File: src/rtl/alpe_pkg.sv
`timescale 1ns / 1ps
`default_nettype none

package alpe_pkg;

  // Field widths
  localparam int unsigned OP_W       = 2;
  localparam int unsigned IDX_W      = 5;
  localparam int unsigned LEVEL_W    = 8;
  localparam int unsigned PIXEL_W    = 3 * LEVEL_W;
  localparam int unsigned DUTY_W     = 16;
  localparam int unsigned LATCH_W    = 8;
  localparam int unsigned LED_CNT_W  = 6;
  localparam int unsigned BIT_POS_W  = 5;
  localparam int unsigned CFG_IDX_W  = 2;
  localparam int unsigned CFG_DATA_W = 16;
  localparam int unsigned S_DATA_W   = 32;
  localparam int unsigned M_DATA_W   = 16;

  // Entries the pixel index field can reach
  localparam int unsigned IDX_SPAN = 1 << IDX_W;

  // Default parameters
  localparam int unsigned MAX_LEDS_DEF     = 32;
  localparam int unsigned BITS_PER_LED_DEF = 24;
  localparam int unsigned QUEUE_DEPTH      = 2;

  // Register reset values
  localparam logic [DUTY_W-1:0]    ONE_DUTY_RST    = DUTY_W'(40);
  localparam logic [DUTY_W-1:0]    ZERO_DUTY_RST   = DUTY_W'(20);
  localparam logic [LATCH_W-1:0]   LATCH_COUNT_RST = LATCH_W'(50);
  localparam logic [LED_CNT_W-1:0] LED_COUNT_RST   = LED_CNT_W'(24);

  typedef enum logic [OP_W-1:0] {
    OP_WRITE = 2'd0,
    OP_START = 2'd1,
    OP_TICK  = 2'd2
  } op_e;

  typedef enum logic [CFG_IDX_W-1:0] {
    CFG_ONE_DUTY    = 2'd0,
    CFG_ZERO_DUTY   = 2'd1,
    CFG_LATCH_COUNT = 2'd2,
    CFG_LED_COUNT   = 2'd3
  } cfg_e;

  typedef enum logic [1:0] {
    CMD_WRITE,
    CMD_START,
    CMD_TICK
  } cmd_e;

  // Decoded request handed from front to back
  typedef struct packed {
    cmd_e               kind;
    logic [IDX_W-1:0]   idx;
    logic [PIXEL_W-1:0] pixel;  // green:red:blue
  } cmd_t;

endpackage

`default_nettype wire

File: src/rtl/alpe_front.sv
`timescale 1ns / 1ps
`default_nettype none

module alpe_front (
  input  wire logic                                 s_axis_tvalid,
  output logic                                      s_axis_tready,
  input  wire logic [alpe_pkg::S_DATA_W-1:0]        s_axis_tdata,
  input  wire logic [alpe_pkg::OP_W-1:0]            s_axis_tuser,
  input  wire logic                                 q_full_i,
  output logic                                      q_push_o,
  output alpe_pkg::cmd_t                            q_cmd_o
);

  logic accept;

  assign s_axis_tready = !q_full_i;
  assign accept        = s_axis_tvalid && !q_full_i;

  // tdata: [4:0] index, [12:5] red, [20:13] green, [28:21] blue
  always_comb begin
    q_push_o      = 1'b0;
    q_cmd_o.kind  = alpe_pkg::CMD_TICK;
    q_cmd_o.idx   = s_axis_tdata[4:0];
    q_cmd_o.pixel = {s_axis_tdata[20:13], s_axis_tdata[12:5], s_axis_tdata[28:21]};
    case (alpe_pkg::op_e'(s_axis_tuser))
      alpe_pkg::OP_WRITE: begin
        q_push_o     = accept;
        q_cmd_o.kind = alpe_pkg::CMD_WRITE;
      end
      alpe_pkg::OP_START: begin
        q_push_o     = accept;
        q_cmd_o.kind = alpe_pkg::CMD_START;
      end
      alpe_pkg::OP_TICK: begin
        q_push_o     = accept;
        q_cmd_o.kind = alpe_pkg::CMD_TICK;
      end
      default: begin
        // unused opcode: taken and dropped
        q_push_o = 1'b0;
      end
    endcase
  end

endmodule

`default_nettype wire

File: src/rtl/alpe_queue.sv
`timescale 1ns / 1ps
`default_nettype none

module alpe_queue #(
  parameter int unsigned DEPTH = alpe_pkg::QUEUE_DEPTH
) (
  input  wire logic           clk_i,
  input  wire logic           rst_ni,
  input  wire logic           push_i,
  input  wire alpe_pkg::cmd_t push_cmd_i,
  output logic                full_o,
  output logic                valid_o,
  output alpe_pkg::cmd_t      head_o,
  input  wire logic           pop_i
);

  localparam int unsigned PTR_W = (DEPTH > 1) ? $clog2(DEPTH) : 1;
  localparam int unsigned CNT_W = $clog2(DEPTH + 1);

  alpe_pkg::cmd_t   entry_q [DEPTH];
  logic [PTR_W-1:0] wr_ptr_q, wr_ptr_d;
  logic [PTR_W-1:0] rd_ptr_q, rd_ptr_d;
  logic [CNT_W-1:0] count_q, count_d;
  logic             do_push, do_pop;

  assign full_o  = (count_q == CNT_W'(DEPTH));
  assign valid_o = (count_q != '0);
  assign head_o  = entry_q[rd_ptr_q];
  assign do_push = push_i && !full_o;
  assign do_pop  = pop_i && valid_o;

  always_comb begin
    wr_ptr_d = wr_ptr_q;
    rd_ptr_d = rd_ptr_q;
    count_d  = count_q;
    if (do_push) begin
      wr_ptr_d = (wr_ptr_q == PTR_W'(DEPTH - 1)) ? '0 : wr_ptr_q + 1'b1;
    end
    if (do_pop) begin
      rd_ptr_d = (rd_ptr_q == PTR_W'(DEPTH - 1)) ? '0 : rd_ptr_q + 1'b1;
    end
    if (do_push && !do_pop) begin
      count_d = count_q + 1'b1;
    end else if (do_pop && !do_push) begin
      count_d = count_q - 1'b1;
    end
  end

  always_ff @(posedge clk_i or negedge rst_ni) begin
    if (!rst_ni) begin
      wr_ptr_q <= '0;
      rd_ptr_q <= '0;
      count_q  <= '0;
    end else begin
      wr_ptr_q <= wr_ptr_d;
      rd_ptr_q <= rd_ptr_d;
      count_q  <= count_d;
    end
  end

  always_ff @(posedge clk_i) begin
    if (do_push) begin
      entry_q[wr_ptr_q] <= push_cmd_i;
    end
  end

endmodule

`default_nettype wire

File: src/rtl/alpe_back.sv
`timescale 1ns / 1ps
`default_nettype none

module alpe_back #(
  parameter int unsigned MAX_LEDS     = alpe_pkg::MAX_LEDS_DEF,
  parameter int unsigned BITS_PER_LED = alpe_pkg::BITS_PER_LED_DEF
) (
  input  wire logic                                  clk_i,
  input  wire logic                                  rst_ni,
  input  wire logic                                  cmd_valid_i,
  input  wire alpe_pkg::cmd_t                        cmd_i,
  output logic                                       cmd_pop_o,
  input  wire logic                                  cfg_valid_i,
  output logic                                       cfg_ready_o,
  input  wire logic [alpe_pkg::CFG_IDX_W-1:0]        cfg_index_i,
  input  wire logic [alpe_pkg::CFG_DATA_W-1:0]       cfg_data_i,
  output logic                                       m_axis_tvalid,
  input  wire logic                                  m_axis_tready,
  output logic [alpe_pkg::M_DATA_W-1:0]              m_axis_tdata,
  output logic                                       m_axis_tuser,
  output logic                                       m_axis_tlast
);

  // Indexes above the pixel index field's span are never written and read as zero
  localparam int unsigned STORE_DEPTH = (MAX_LEDS < alpe_pkg::IDX_SPAN) ?
                                        MAX_LEDS : alpe_pkg::IDX_SPAN;
  localparam int unsigned SIDX_W      = (STORE_DEPTH > 1) ? $clog2(STORE_DEPTH) : 1;
  localparam int unsigned POS_W       = alpe_pkg::LED_CNT_W;
  localparam int unsigned BP_W        = alpe_pkg::BIT_POS_W;

  logic [alpe_pkg::PIXEL_W-1:0]   store_q [STORE_DEPTH];
  logic [alpe_pkg::DUTY_W-1:0]    one_duty_q, zero_duty_q;
  logic [alpe_pkg::LATCH_W-1:0]   latch_cnt_q;
  logic [alpe_pkg::LED_CNT_W-1:0] led_cnt_q;

  logic                           active_q, active_d;
  logic [POS_W-1:0]               pos_q, pos_d;
  logic [BP_W-1:0]                bit_pos_q, bit_pos_d;
  logic [alpe_pkg::LATCH_W-1:0]   gap_cnt_q, gap_cnt_d;

  logic                           out_valid_q, out_valid_d;
  logic [alpe_pkg::DUTY_W-1:0]    out_duty_q, out_duty_d;
  logic                           out_gap_q, out_gap_d;
  logic                           out_last_q, out_last_d;

  logic [POS_W-1:0]               n_leds;
  logic [alpe_pkg::PIXEL_W-1:0]   rd_word;
  logic [31:0]                    rd_word32;
  logic [BP_W-1:0]                shift;
  logic                           data_bit;
  logic                           out_free;
  logic                           is_result;
  logic                           res_push;
  logic                           store_we;
  logic                           cfg_we;

  assign n_leds    = (32'(led_cnt_q) > MAX_LEDS) ? POS_W'(MAX_LEDS) : led_cnt_q;
  assign rd_word   = (32'(pos_q) < STORE_DEPTH) ? store_q[pos_q[SIDX_W-1:0]] : '0;
  assign rd_word32 = {{(32 - alpe_pkg::PIXEL_W){1'b0}}, rd_word};
  assign shift     = BP_W'(BITS_PER_LED - 1) - bit_pos_q;
  assign data_bit  = rd_word32[shift];

  assign out_free  = !out_valid_q || m_axis_tready;
  assign is_result = cmd_valid_i && (cmd_i.kind == alpe_pkg::CMD_TICK) && active_q;
  assign cmd_pop_o = cmd_valid_i && (!is_result || out_free);
  assign res_push  = cmd_pop_o && is_result;
  assign store_we  = cmd_pop_o && (cmd_i.kind == alpe_pkg::CMD_WRITE) && !active_q &&
                     (POS_W'(cmd_i.idx) < n_leds);

  always_comb begin
    active_d    = active_q;
    pos_d       = pos_q;
    bit_pos_d   = bit_pos_q;
    gap_cnt_d   = gap_cnt_q;
    out_duty_d  = out_duty_q;
    out_gap_d   = out_gap_q;
    out_last_d  = out_last_q;
    out_valid_d = out_valid_q && !m_axis_tready;
    if (cmd_pop_o) begin
      case (cmd_i.kind)
        alpe_pkg::CMD_START: begin
          if (!active_q && (n_leds != '0 || latch_cnt_q != '0)) begin
            active_d  = 1'b1;
            pos_d     = '0;
            bit_pos_d = '0;
            gap_cnt_d = '0;
          end
        end
        alpe_pkg::CMD_TICK: begin
          if (active_q) begin
            out_valid_d = 1'b1;
            out_last_d  = 1'b0;
            if (pos_q < n_leds) begin
              out_duty_d = data_bit ? one_duty_q : zero_duty_q;
              out_gap_d  = 1'b0;
              if (bit_pos_q == BP_W'(BITS_PER_LED - 1)) begin
                bit_pos_d  = '0;
                pos_d      = pos_q + 1'b1;
                out_last_d = (pos_q + 1'b1 >= n_leds) && (latch_cnt_q == '0);
              end else begin
                bit_pos_d = bit_pos_q + 1'b1;
              end
            end else begin
              out_duty_d = '0;
              out_gap_d  = 1'b1;
              if (gap_cnt_q < latch_cnt_q) begin
                gap_cnt_d  = gap_cnt_q + 1'b1;
                out_last_d = (gap_cnt_q + 1'b1 >= latch_cnt_q);
              end else begin
                out_last_d = 1'b1;
              end
            end
            if (out_last_d) begin
              active_d = 1'b0;
            end
          end
        end
        default: begin
          // pixel writes are handled by store_we
        end
      endcase
    end
  end

  always_ff @(posedge clk_i or negedge rst_ni) begin
    if (!rst_ni) begin
      active_q    <= 1'b0;
      pos_q       <= '0;
      bit_pos_q   <= '0;
      gap_cnt_q   <= '0;
      out_valid_q <= 1'b0;
    end else begin
      active_q    <= active_d;
      pos_q       <= pos_d;
      bit_pos_q   <= bit_pos_d;
      gap_cnt_q   <= gap_cnt_d;
      out_valid_q <= out_valid_d;
    end
  end

  always_ff @(posedge clk_i) begin
    out_duty_q <= out_duty_d;
    out_gap_q  <= out_gap_d;
    out_last_q <= out_last_d;
  end

  always_ff @(posedge clk_i or negedge rst_ni) begin
    if (!rst_ni) begin
      for (int i = 0; i < STORE_DEPTH; i++) begin
        store_q[i] <= '0;
      end
    end else if (store_we) begin
      store_q[cmd_i.idx[SIDX_W-1:0]] <= cmd_i.pixel;
    end
  end

  assign cfg_ready_o = 1'b1;
  assign cfg_we      = cfg_valid_i;

  always_ff @(posedge clk_i or negedge rst_ni) begin
    if (!rst_ni) begin
      one_duty_q  <= alpe_pkg::ONE_DUTY_RST;
      zero_duty_q <= alpe_pkg::ZERO_DUTY_RST;
      latch_cnt_q <= alpe_pkg::LATCH_COUNT_RST;
      led_cnt_q   <= alpe_pkg::LED_COUNT_RST;
    end else if (cfg_we) begin
      case (alpe_pkg::cfg_e'(cfg_index_i))
        alpe_pkg::CFG_ONE_DUTY:    one_duty_q  <= cfg_data_i;
        alpe_pkg::CFG_ZERO_DUTY:   zero_duty_q <= cfg_data_i;
        alpe_pkg::CFG_LATCH_COUNT: latch_cnt_q <= cfg_data_i[alpe_pkg::LATCH_W-1:0];
        alpe_pkg::CFG_LED_COUNT:   led_cnt_q   <= cfg_data_i[alpe_pkg::LED_CNT_W-1:0];
        default: begin
        end
      endcase
    end
  end

  assign m_axis_tvalid = out_valid_q;
  assign m_axis_tdata  = out_duty_q;
  assign m_axis_tuser  = out_gap_q;
  assign m_axis_tlast  = out_last_q;

  a_result_needs_frame: assert property (@(posedge clk_i) disable iff (!rst_ni)
    res_push |-> active_q)
    else $error("result produced outside a frame");

  a_last_ends_frame: assert property (@(posedge clk_i) disable iff (!rst_ni)
    (res_push && out_last_d) |=> !active_q)
    else $error("frame still active after its last pulse");

  a_no_overwrite: assert property (@(posedge clk_i) disable iff (!rst_ni)
    res_push |-> out_free)
    else $error("pending result overwritten");

  a_bit_pos_range: assert property (@(posedge clk_i) disable iff (!rst_ni)
    active_q |-> (32'(bit_pos_q) < BITS_PER_LED))
    else $error("bit position out of range");

  a_no_write_in_frame: assert property (@(posedge clk_i) disable iff (!rst_ni)
    store_we |-> !active_q)
    else $error("pixel store written during a frame");

endmodule

`default_nettype wire

File: src/rtl/addressable_led_pulse_encoder_core.sv
`timescale 1ns / 1ps
`default_nettype none

// Pulse encoder for a chain of addressable RGB LEDs.
// s_axis carries requests: tuser is the opcode (write pixel, start frame,
// pulse tick), tdata the pixel index and levels. m_axis gives one PWM
// compare value per tick while a frame runs: tdata is the duty, tuser marks
// a reset pulse of the trailing gap, tlast the last pulse of the frame.
// Pixels go out green, red, blue, MSB first, then latch_pulse_count zeros.
// The cfg channel writes the four registers; it is always ready and is to
// be used only while no request is in flight.
// Throughput is one request per cycle while m_axis is not stalled. A tick
// accepted on s_axis is written into a two-entry request queue that feeds
// the executing side, which updates the frame counters and reads the pixel
// store in the same cycle, then loads the output register that drives m_axis.
// When m_axis stalls, requests keep draining in order until a tick of a running
// frame reaches the head of the queue; it holds there, and s_axis_tready drops
// once the queue is full.
// Reset clears the pixel store, ends any frame and restores the register
// defaults; no clearing pass is needed.

module addressable_led_pulse_encoder_core #(
  parameter int unsigned MAX_LEDS     = alpe_pkg::MAX_LEDS_DEF,
  parameter int unsigned BITS_PER_LED = alpe_pkg::BITS_PER_LED_DEF
) (
  input  wire logic                              clk_i,
  input  wire logic                              rst_ni,
  input  wire logic                              s_axis_tvalid,
  output logic                                   s_axis_tready,
  // [4:0] pixel_index, [12:5] red_level, [20:13] green_level,
  // [28:21] blue_level, [31:29] zero
  input  wire logic [alpe_pkg::S_DATA_W-1:0]     s_axis_tdata,
  // [1:0] opcode
  input  wire logic [alpe_pkg::OP_W-1:0]         s_axis_tuser,
  output logic                                   m_axis_tvalid,
  input  wire logic                              m_axis_tready,
  // [15:0] pulse_duty
  output logic [alpe_pkg::M_DATA_W-1:0]          m_axis_tdata,
  // [0] in_latch_gap
  output logic                                   m_axis_tuser,
  output logic                                   m_axis_tlast,
  input  wire logic                              cfg_valid_i,
  output logic                                   cfg_ready_o,
  input  wire logic [alpe_pkg::CFG_IDX_W-1:0]    cfg_index_i,
  input  wire logic [alpe_pkg::CFG_DATA_W-1:0]   cfg_data_i
);

  logic           q_push, q_full, q_valid, q_pop;
  alpe_pkg::cmd_t q_in, q_head;

  alpe_front u_front (
    .s_axis_tvalid (s_axis_tvalid),
    .s_axis_tready (s_axis_tready),
    .s_axis_tdata  (s_axis_tdata),
    .s_axis_tuser  (s_axis_tuser),
    .q_full_i      (q_full),
    .q_push_o      (q_push),
    .q_cmd_o       (q_in)
  );

  alpe_queue #(
    .DEPTH (alpe_pkg::QUEUE_DEPTH)
  ) u_queue (
    .clk_i      (clk_i),
    .rst_ni     (rst_ni),
    .push_i     (q_push),
    .push_cmd_i (q_in),
    .full_o     (q_full),
    .valid_o    (q_valid),
    .head_o     (q_head),
    .pop_i      (q_pop)
  );

  alpe_back #(
    .MAX_LEDS     (MAX_LEDS),
    .BITS_PER_LED (BITS_PER_LED)
  ) u_back (
    .clk_i         (clk_i),
    .rst_ni        (rst_ni),
    .cmd_valid_i   (q_valid),
    .cmd_i         (q_head),
    .cmd_pop_o     (q_pop),
    .cfg_valid_i   (cfg_valid_i),
    .cfg_ready_o   (cfg_ready_o),
    .cfg_index_i   (cfg_index_i),
    .cfg_data_i    (cfg_data_i),
    .m_axis_tvalid (m_axis_tvalid),
    .m_axis_tready (m_axis_tready),
    .m_axis_tdata  (m_axis_tdata),
    .m_axis_tuser  (m_axis_tuser),
    .m_axis_tlast  (m_axis_tlast)
  );

endmodule

`default_nettype wire

File: config.mk
export PLATFORM = sky130hd
export DESIGN_NAME = addressable_led_pulse_encoder_core
export DESIGN_NICKNAME = d
export VERILOG_FILES = /design/src/rtl/alpe_pkg.sv /design/src/rtl/alpe_front.sv /design/src/rtl/alpe_queue.sv /design/src/rtl/alpe_back.sv /design/src/rtl/addressable_led_pulse_encoder_core.sv
export SDC_FILE = /design/constraint.sdc
export NUM_CORES = 2
export LEC_CHECK = 0
export ABC_CLOCK_PERIOD_IN_PS = 5620
export BUFFER_PORTS_ARGS = -buffer_cell sky130_fd_sc_hd__buf_2
export CORE_MARGIN = 8
export CORE_UTILIZATION = 50
export CTS_CLUSTER_DIAMETER = 100
export DETAILED_ROUTE_END_ITERATION = 12
export PLACE_DENSITY = 0.66
export SYNTH_ARGS = -nofsm -noshare
export SYNTH_HDL_FRONTEND = slang
export SYNTH_SLANG_ARGS = --single-unit
File: constraint.sdc
create_clock -name clk_i -period 5.62 [get_ports clk_i]
set_input_delay 0.562 -clock clk_i [delete_from_list [all_inputs] [get_ports clk_i]]
set_output_delay 0.562 -clock clk_i [all_outputs]
set_load 0.05 [all_outputs]
==> impl_metrics.env <==
export IMPL_remaining_drc_errors=0
export IMPL_crit_path_max_fanout=19
export IMPL_cp_arrival_ns=4.86
export IMPL_synth_simple_area_share=0.0308
export IMPL_crit_path_start_kind="flop"
export IMPL_synth_compound_gate_area_share=0.0299
export IMPL_cts_resized=0
export IMPL_ys_warnings_count=0
export IMPL_setup_viol=0
export IMPL_first_global_vias=26600
export IMPL_worstReg2RegStart="u_queue.rd_ptr_q$_DFFE_PN0P_"
export IMPL_pwr_share_seq=0.422
export IMPL_routedWlPerCell_um=28.4
export IMPL_synth_edff_count=80
export IMPL_synthTopCellsByArea="dfrtp_1, mux2_2, mux4_2"
export IMPL_place_inst=3791
export IMPL_antenna_found_initial=0
export IMPL_async_reset_ff_frac=0.913
export IMPL_period_needed_ns=4.34
export IMPL_yosys_area_top_type_share=0.493
export IMPL_path_cells="mux2i_1 > inv_1 > ha_1 > a21boi_0 > o21a_1 > o21a_1 > o21ai_0 > a21oi_4 > buf_4 > nor2_4 > buf_4 > mux2_2"
export IMPL_hold_viol=0
export IMPL_cts_tree="done"
export IMPL_dpl_hpwl_mm=69.8
export IMPL_power_switching_mw=5.75
export IMPL_fin_worst_skew_ns=0.0217
export IMPL_gp_congestion=0.830
export IMPL_synthCells=2775
export IMPL_grt_usage=0.239
export IMPL_layout_setup_ws_ns=1.28
export IMPL_synth_top_family_by_area="multiplexers"
export IMPL_syn_mean_instance_area_sq_um=15.2
export IMPL_clock_path_buffers=3
export IMPL_core_sq_um=83600
export IMPL_synth_most_common_cell="mux2_2"
export IMPL_nNetsFinal=2907
export IMPL_synthAdderAreaFrac=0.0119
export IMPL_post_cts_setup_buffers=0
export IMPL_startpoint="u_queue.rd_ptr_q$_DFFE_PN0P_"
export IMPL_p_int_mw=12.9
export IMPL_fin_crit_sh=0.772
export IMPL_synthToLayoutAreaGrowth_pct=12.5
export IMPL_place_ws_ns=1.24
export IMPL_r2r_setup_slack_ns=1.28
export IMPL_synthTopCellsByCount="mux2_2, dfrtp_1, mux4_2"
export IMPL_clkPwrFrac=0.354
export IMPL_synth_seq_cells=919
export IMPL_avgViaCountPerCell=6.24
export IMPL_route_vias_total=24700
export IMPL_cts_num_sinks=919
export IMPL_routed_wl_mm=112
export IMPL_dr_pass1_iters=6
export IMPL_clk_pin_slew_worst_paths_ns=0.06
export IMPL_start_util=0.504
export IMPL_cap_violations=0
export IMPL_combPwrFrac=0.224
export IMPL_row_count=106
export IMPL_endpoint="u_back.store_q[310]$_DFFE_PN0P_"
export IMPL_peakVddDrop_mv=0.250
export IMPL_placedInstanceArea_sq_um=44000
export IMPL_cp_end_kind="flop"
export IMPL_rsz0062_at_grt="no"
export IMPL_min_path_type="in2reg"
export IMPL_grt_max_degree=183
export IMPL_path_class="reg2reg"
export IMPL_antenna_cells=0
export IMPL_instances_no_fill=3963
export IMPL_reg2reg_to="u_back.store_q[310]$_DFFE_PN0P_"
export IMPL_num_io_pins=78
export IMPL_grt_pass1_wl_mm=170
export IMPL_drt_initial_drc_count=2051
export IMPL_seq_area_sq_um=23400
export IMPL_io_buffer_count=73
export IMPL_numCtsBuffers=96
export IMPL_slew_headroom=0.266
export IMPL_synth_ff_type="dfrtp_1"
export IMPL_rr_worst_depth=12
export IMPL_dieWidth_um=306
export IMPL_muxShareOfSynthArea=0.341
export IMPL_grt_overflow_total=0
export IMPL_cts_root_buf="clkbuf_16"
export IMPL_antenna_left=0
export IMPL_required_ns=6.14
export IMPL_syn_nets=2872
export IMPL_yosysSeqAreaShare=0.556
export IMPL_power_mw=18.6
export IMPL_slowest_stage="dfrtp_2"
export IMPL_status="complete, no violations"
export IMPL_fmax_ghz=0.231
export IMPL_nFillCells=6423
export IMPL_htree_levels=3
export IMPL_setup_tns_final_ns=0
export IMPL_syn_area_sq_um=42100
export IMPL_leakagePower_nw=21.9
export IMPL_drive_above_1_share=0.484
export IMPL_switching_share=0.308
export IMPL_power_density_nw_per_um2=393
export IMPL_cts_hold_buf=1
export IMPL_synth_cell_type_count=66
export IMPL_worst_slew_pin_slew_ns=1.10
export IMPL_die_h_um=306
export IMPL_finalInstanceArea_sq_um=47400
export IMPL_clk_latency_ns=0.65
export IMPL_die_area_sq_um=93800
export IMPL_synth_xor_area_frac=0.00270
export IMPL_synth_top_cell_by_area="dfrtp_1"
export IMPL_multiInputGateArea_sq_um=17800
export IMPL_slew_viol_final=0
export IMPL_slowest_delay_ns=0.68
[kinds of logic (layout without fill, tap and decap cells)]
| family | Yosys count | after routing |
|---|---|---|
| simple gates | 268 | 268 |
| compound gates | 173 | 173 |
| other cells | 1 | 1 |
| mux | 1107 | 1107 |
| flops | 919 | 919 |
| fa+ha+maj | 40 | 40 |
| buf+inv | 254 | 362 |
| xor+xnor | 13 | 13 |
[worst max-delay path, delay by kind of cell (launching register included)]
kind / cells / cell delay, ns
and+or+nand+nor: 1 / 0.58
adders and majority gates: 1 / 0.28
DFF: 1 / 0.68
AOI/OAI and AO/OA: 5 / 1.03
buffers and inverters: 3 / 0.82
muxes: 2 / 0.79
[flip-flops by register name (all words and copies together) (netlist names)]
register,cells
u_back.active_q,1
u_back.bit_pos_q,5
u_back.gap_cnt_q,8
u_back.latch_cnt_q,8
u_back.led_cnt_q,6
u_back.m_axis_tdata,16
u_back.m_axis_tlast,1
u_back.m_axis_tuser,1
u_back.m_axis_tvalid,1
u_back.one_duty_q,16
u_back.pos_q,6
u_back.store_q,768
u_back.zero_duty_q,16
u_queue.count_q,2
u_queue.entry_q,62
u_queue.rd_ptr_q,1
u_queue.wr_ptr_q,1
[layout make-up]
type                       count  share of cell area
sequential                   919               0.494
clock buffer                 140              0.0615
clock inverter                31             0.00858
inverter                      31             0.00246
multi-input combinational   1602               0.376
tap                         1080              0.0285
timing repair buffer         160              0.0281
[how the worst min path moves through the flow]
stage	startpoint	end	cells past startpoint	slack (ns)
after floorplan	rst_ni	u_back.active_q$_DFFE_PN0P_	0	0.27
after global placement	u_back.store_q[516]$_DFFE_PN0P_	u_back.store_q[516]$_DFFE_PN0P_	1	0.48
after detailed placement	u_back.store_q[111]$_DFFE_PN0P_	u_back.store_q[111]$_DFFE_PN0P_	1	0.49
after CTS	s_axis_tdata[5]	u_queue.entry_q[1][8]$_DFFE_PP_	1	0.07
after global routing	s_axis_tdata[27]	u_queue.entry_q[0][6]$_DFFE_PP_	1	0.07
final	s_axis_tdata[11]	u_queue.entry_q[1][14]$_DFFE_PP_	1	0.10
[layout by cell type, fill, tap and decap left out, types with 40 or more instances in the layout]
cell type,n
mux2i_1,87
buf_2,72
mux2_2,841
edfxtp_1,80
mux4_2,179
ha_1,40
dfrtp_1,827
nand2_1,108
clkbuf_16,100
buf_4,62
[metrics by stage]
step | utilization | hold slack (ns)
after floorplan | - | 0.266
after global placement | 0.527 | 0.483
after detailed placement | 0.527 | 0.490
after CTS | 0.567 | 0.0706
after global routing | 0.567 | 0.0731
final | 0.567 | 0.101
[layer usage]
layer / part of all wire / wire length (um) / GRT usage
met4: 0.030 / 3360 / 0.0782
met2: 0.48 / 53700 / 0.385
met1: 0.42 / 47600 / 0.327
met5: 0 / 0 / 0
met3: 0.069 / 7820 / 0.0476
[power by group through the flow]
| stage | Clock (mW) | Sequential [mW] | Combinational, mW |
|---|---|---|---|
| 6_report | 6.60 | 7.86 | 4.17 |
| 5_1_grt | 6.99 | 7.94 | 4.45 |
| 4_1_cts | 6.73 | 7.86 | 4.17 |
| 3_5_place_dp | 0 | 7.98 | 4.15 |
| 3_3_place_gp | 0 | 7.92 | 4.02 |
| 2_1_floorplan | 0 | 7.95 | 2.76 |
(Power assumes the default switching activity.)
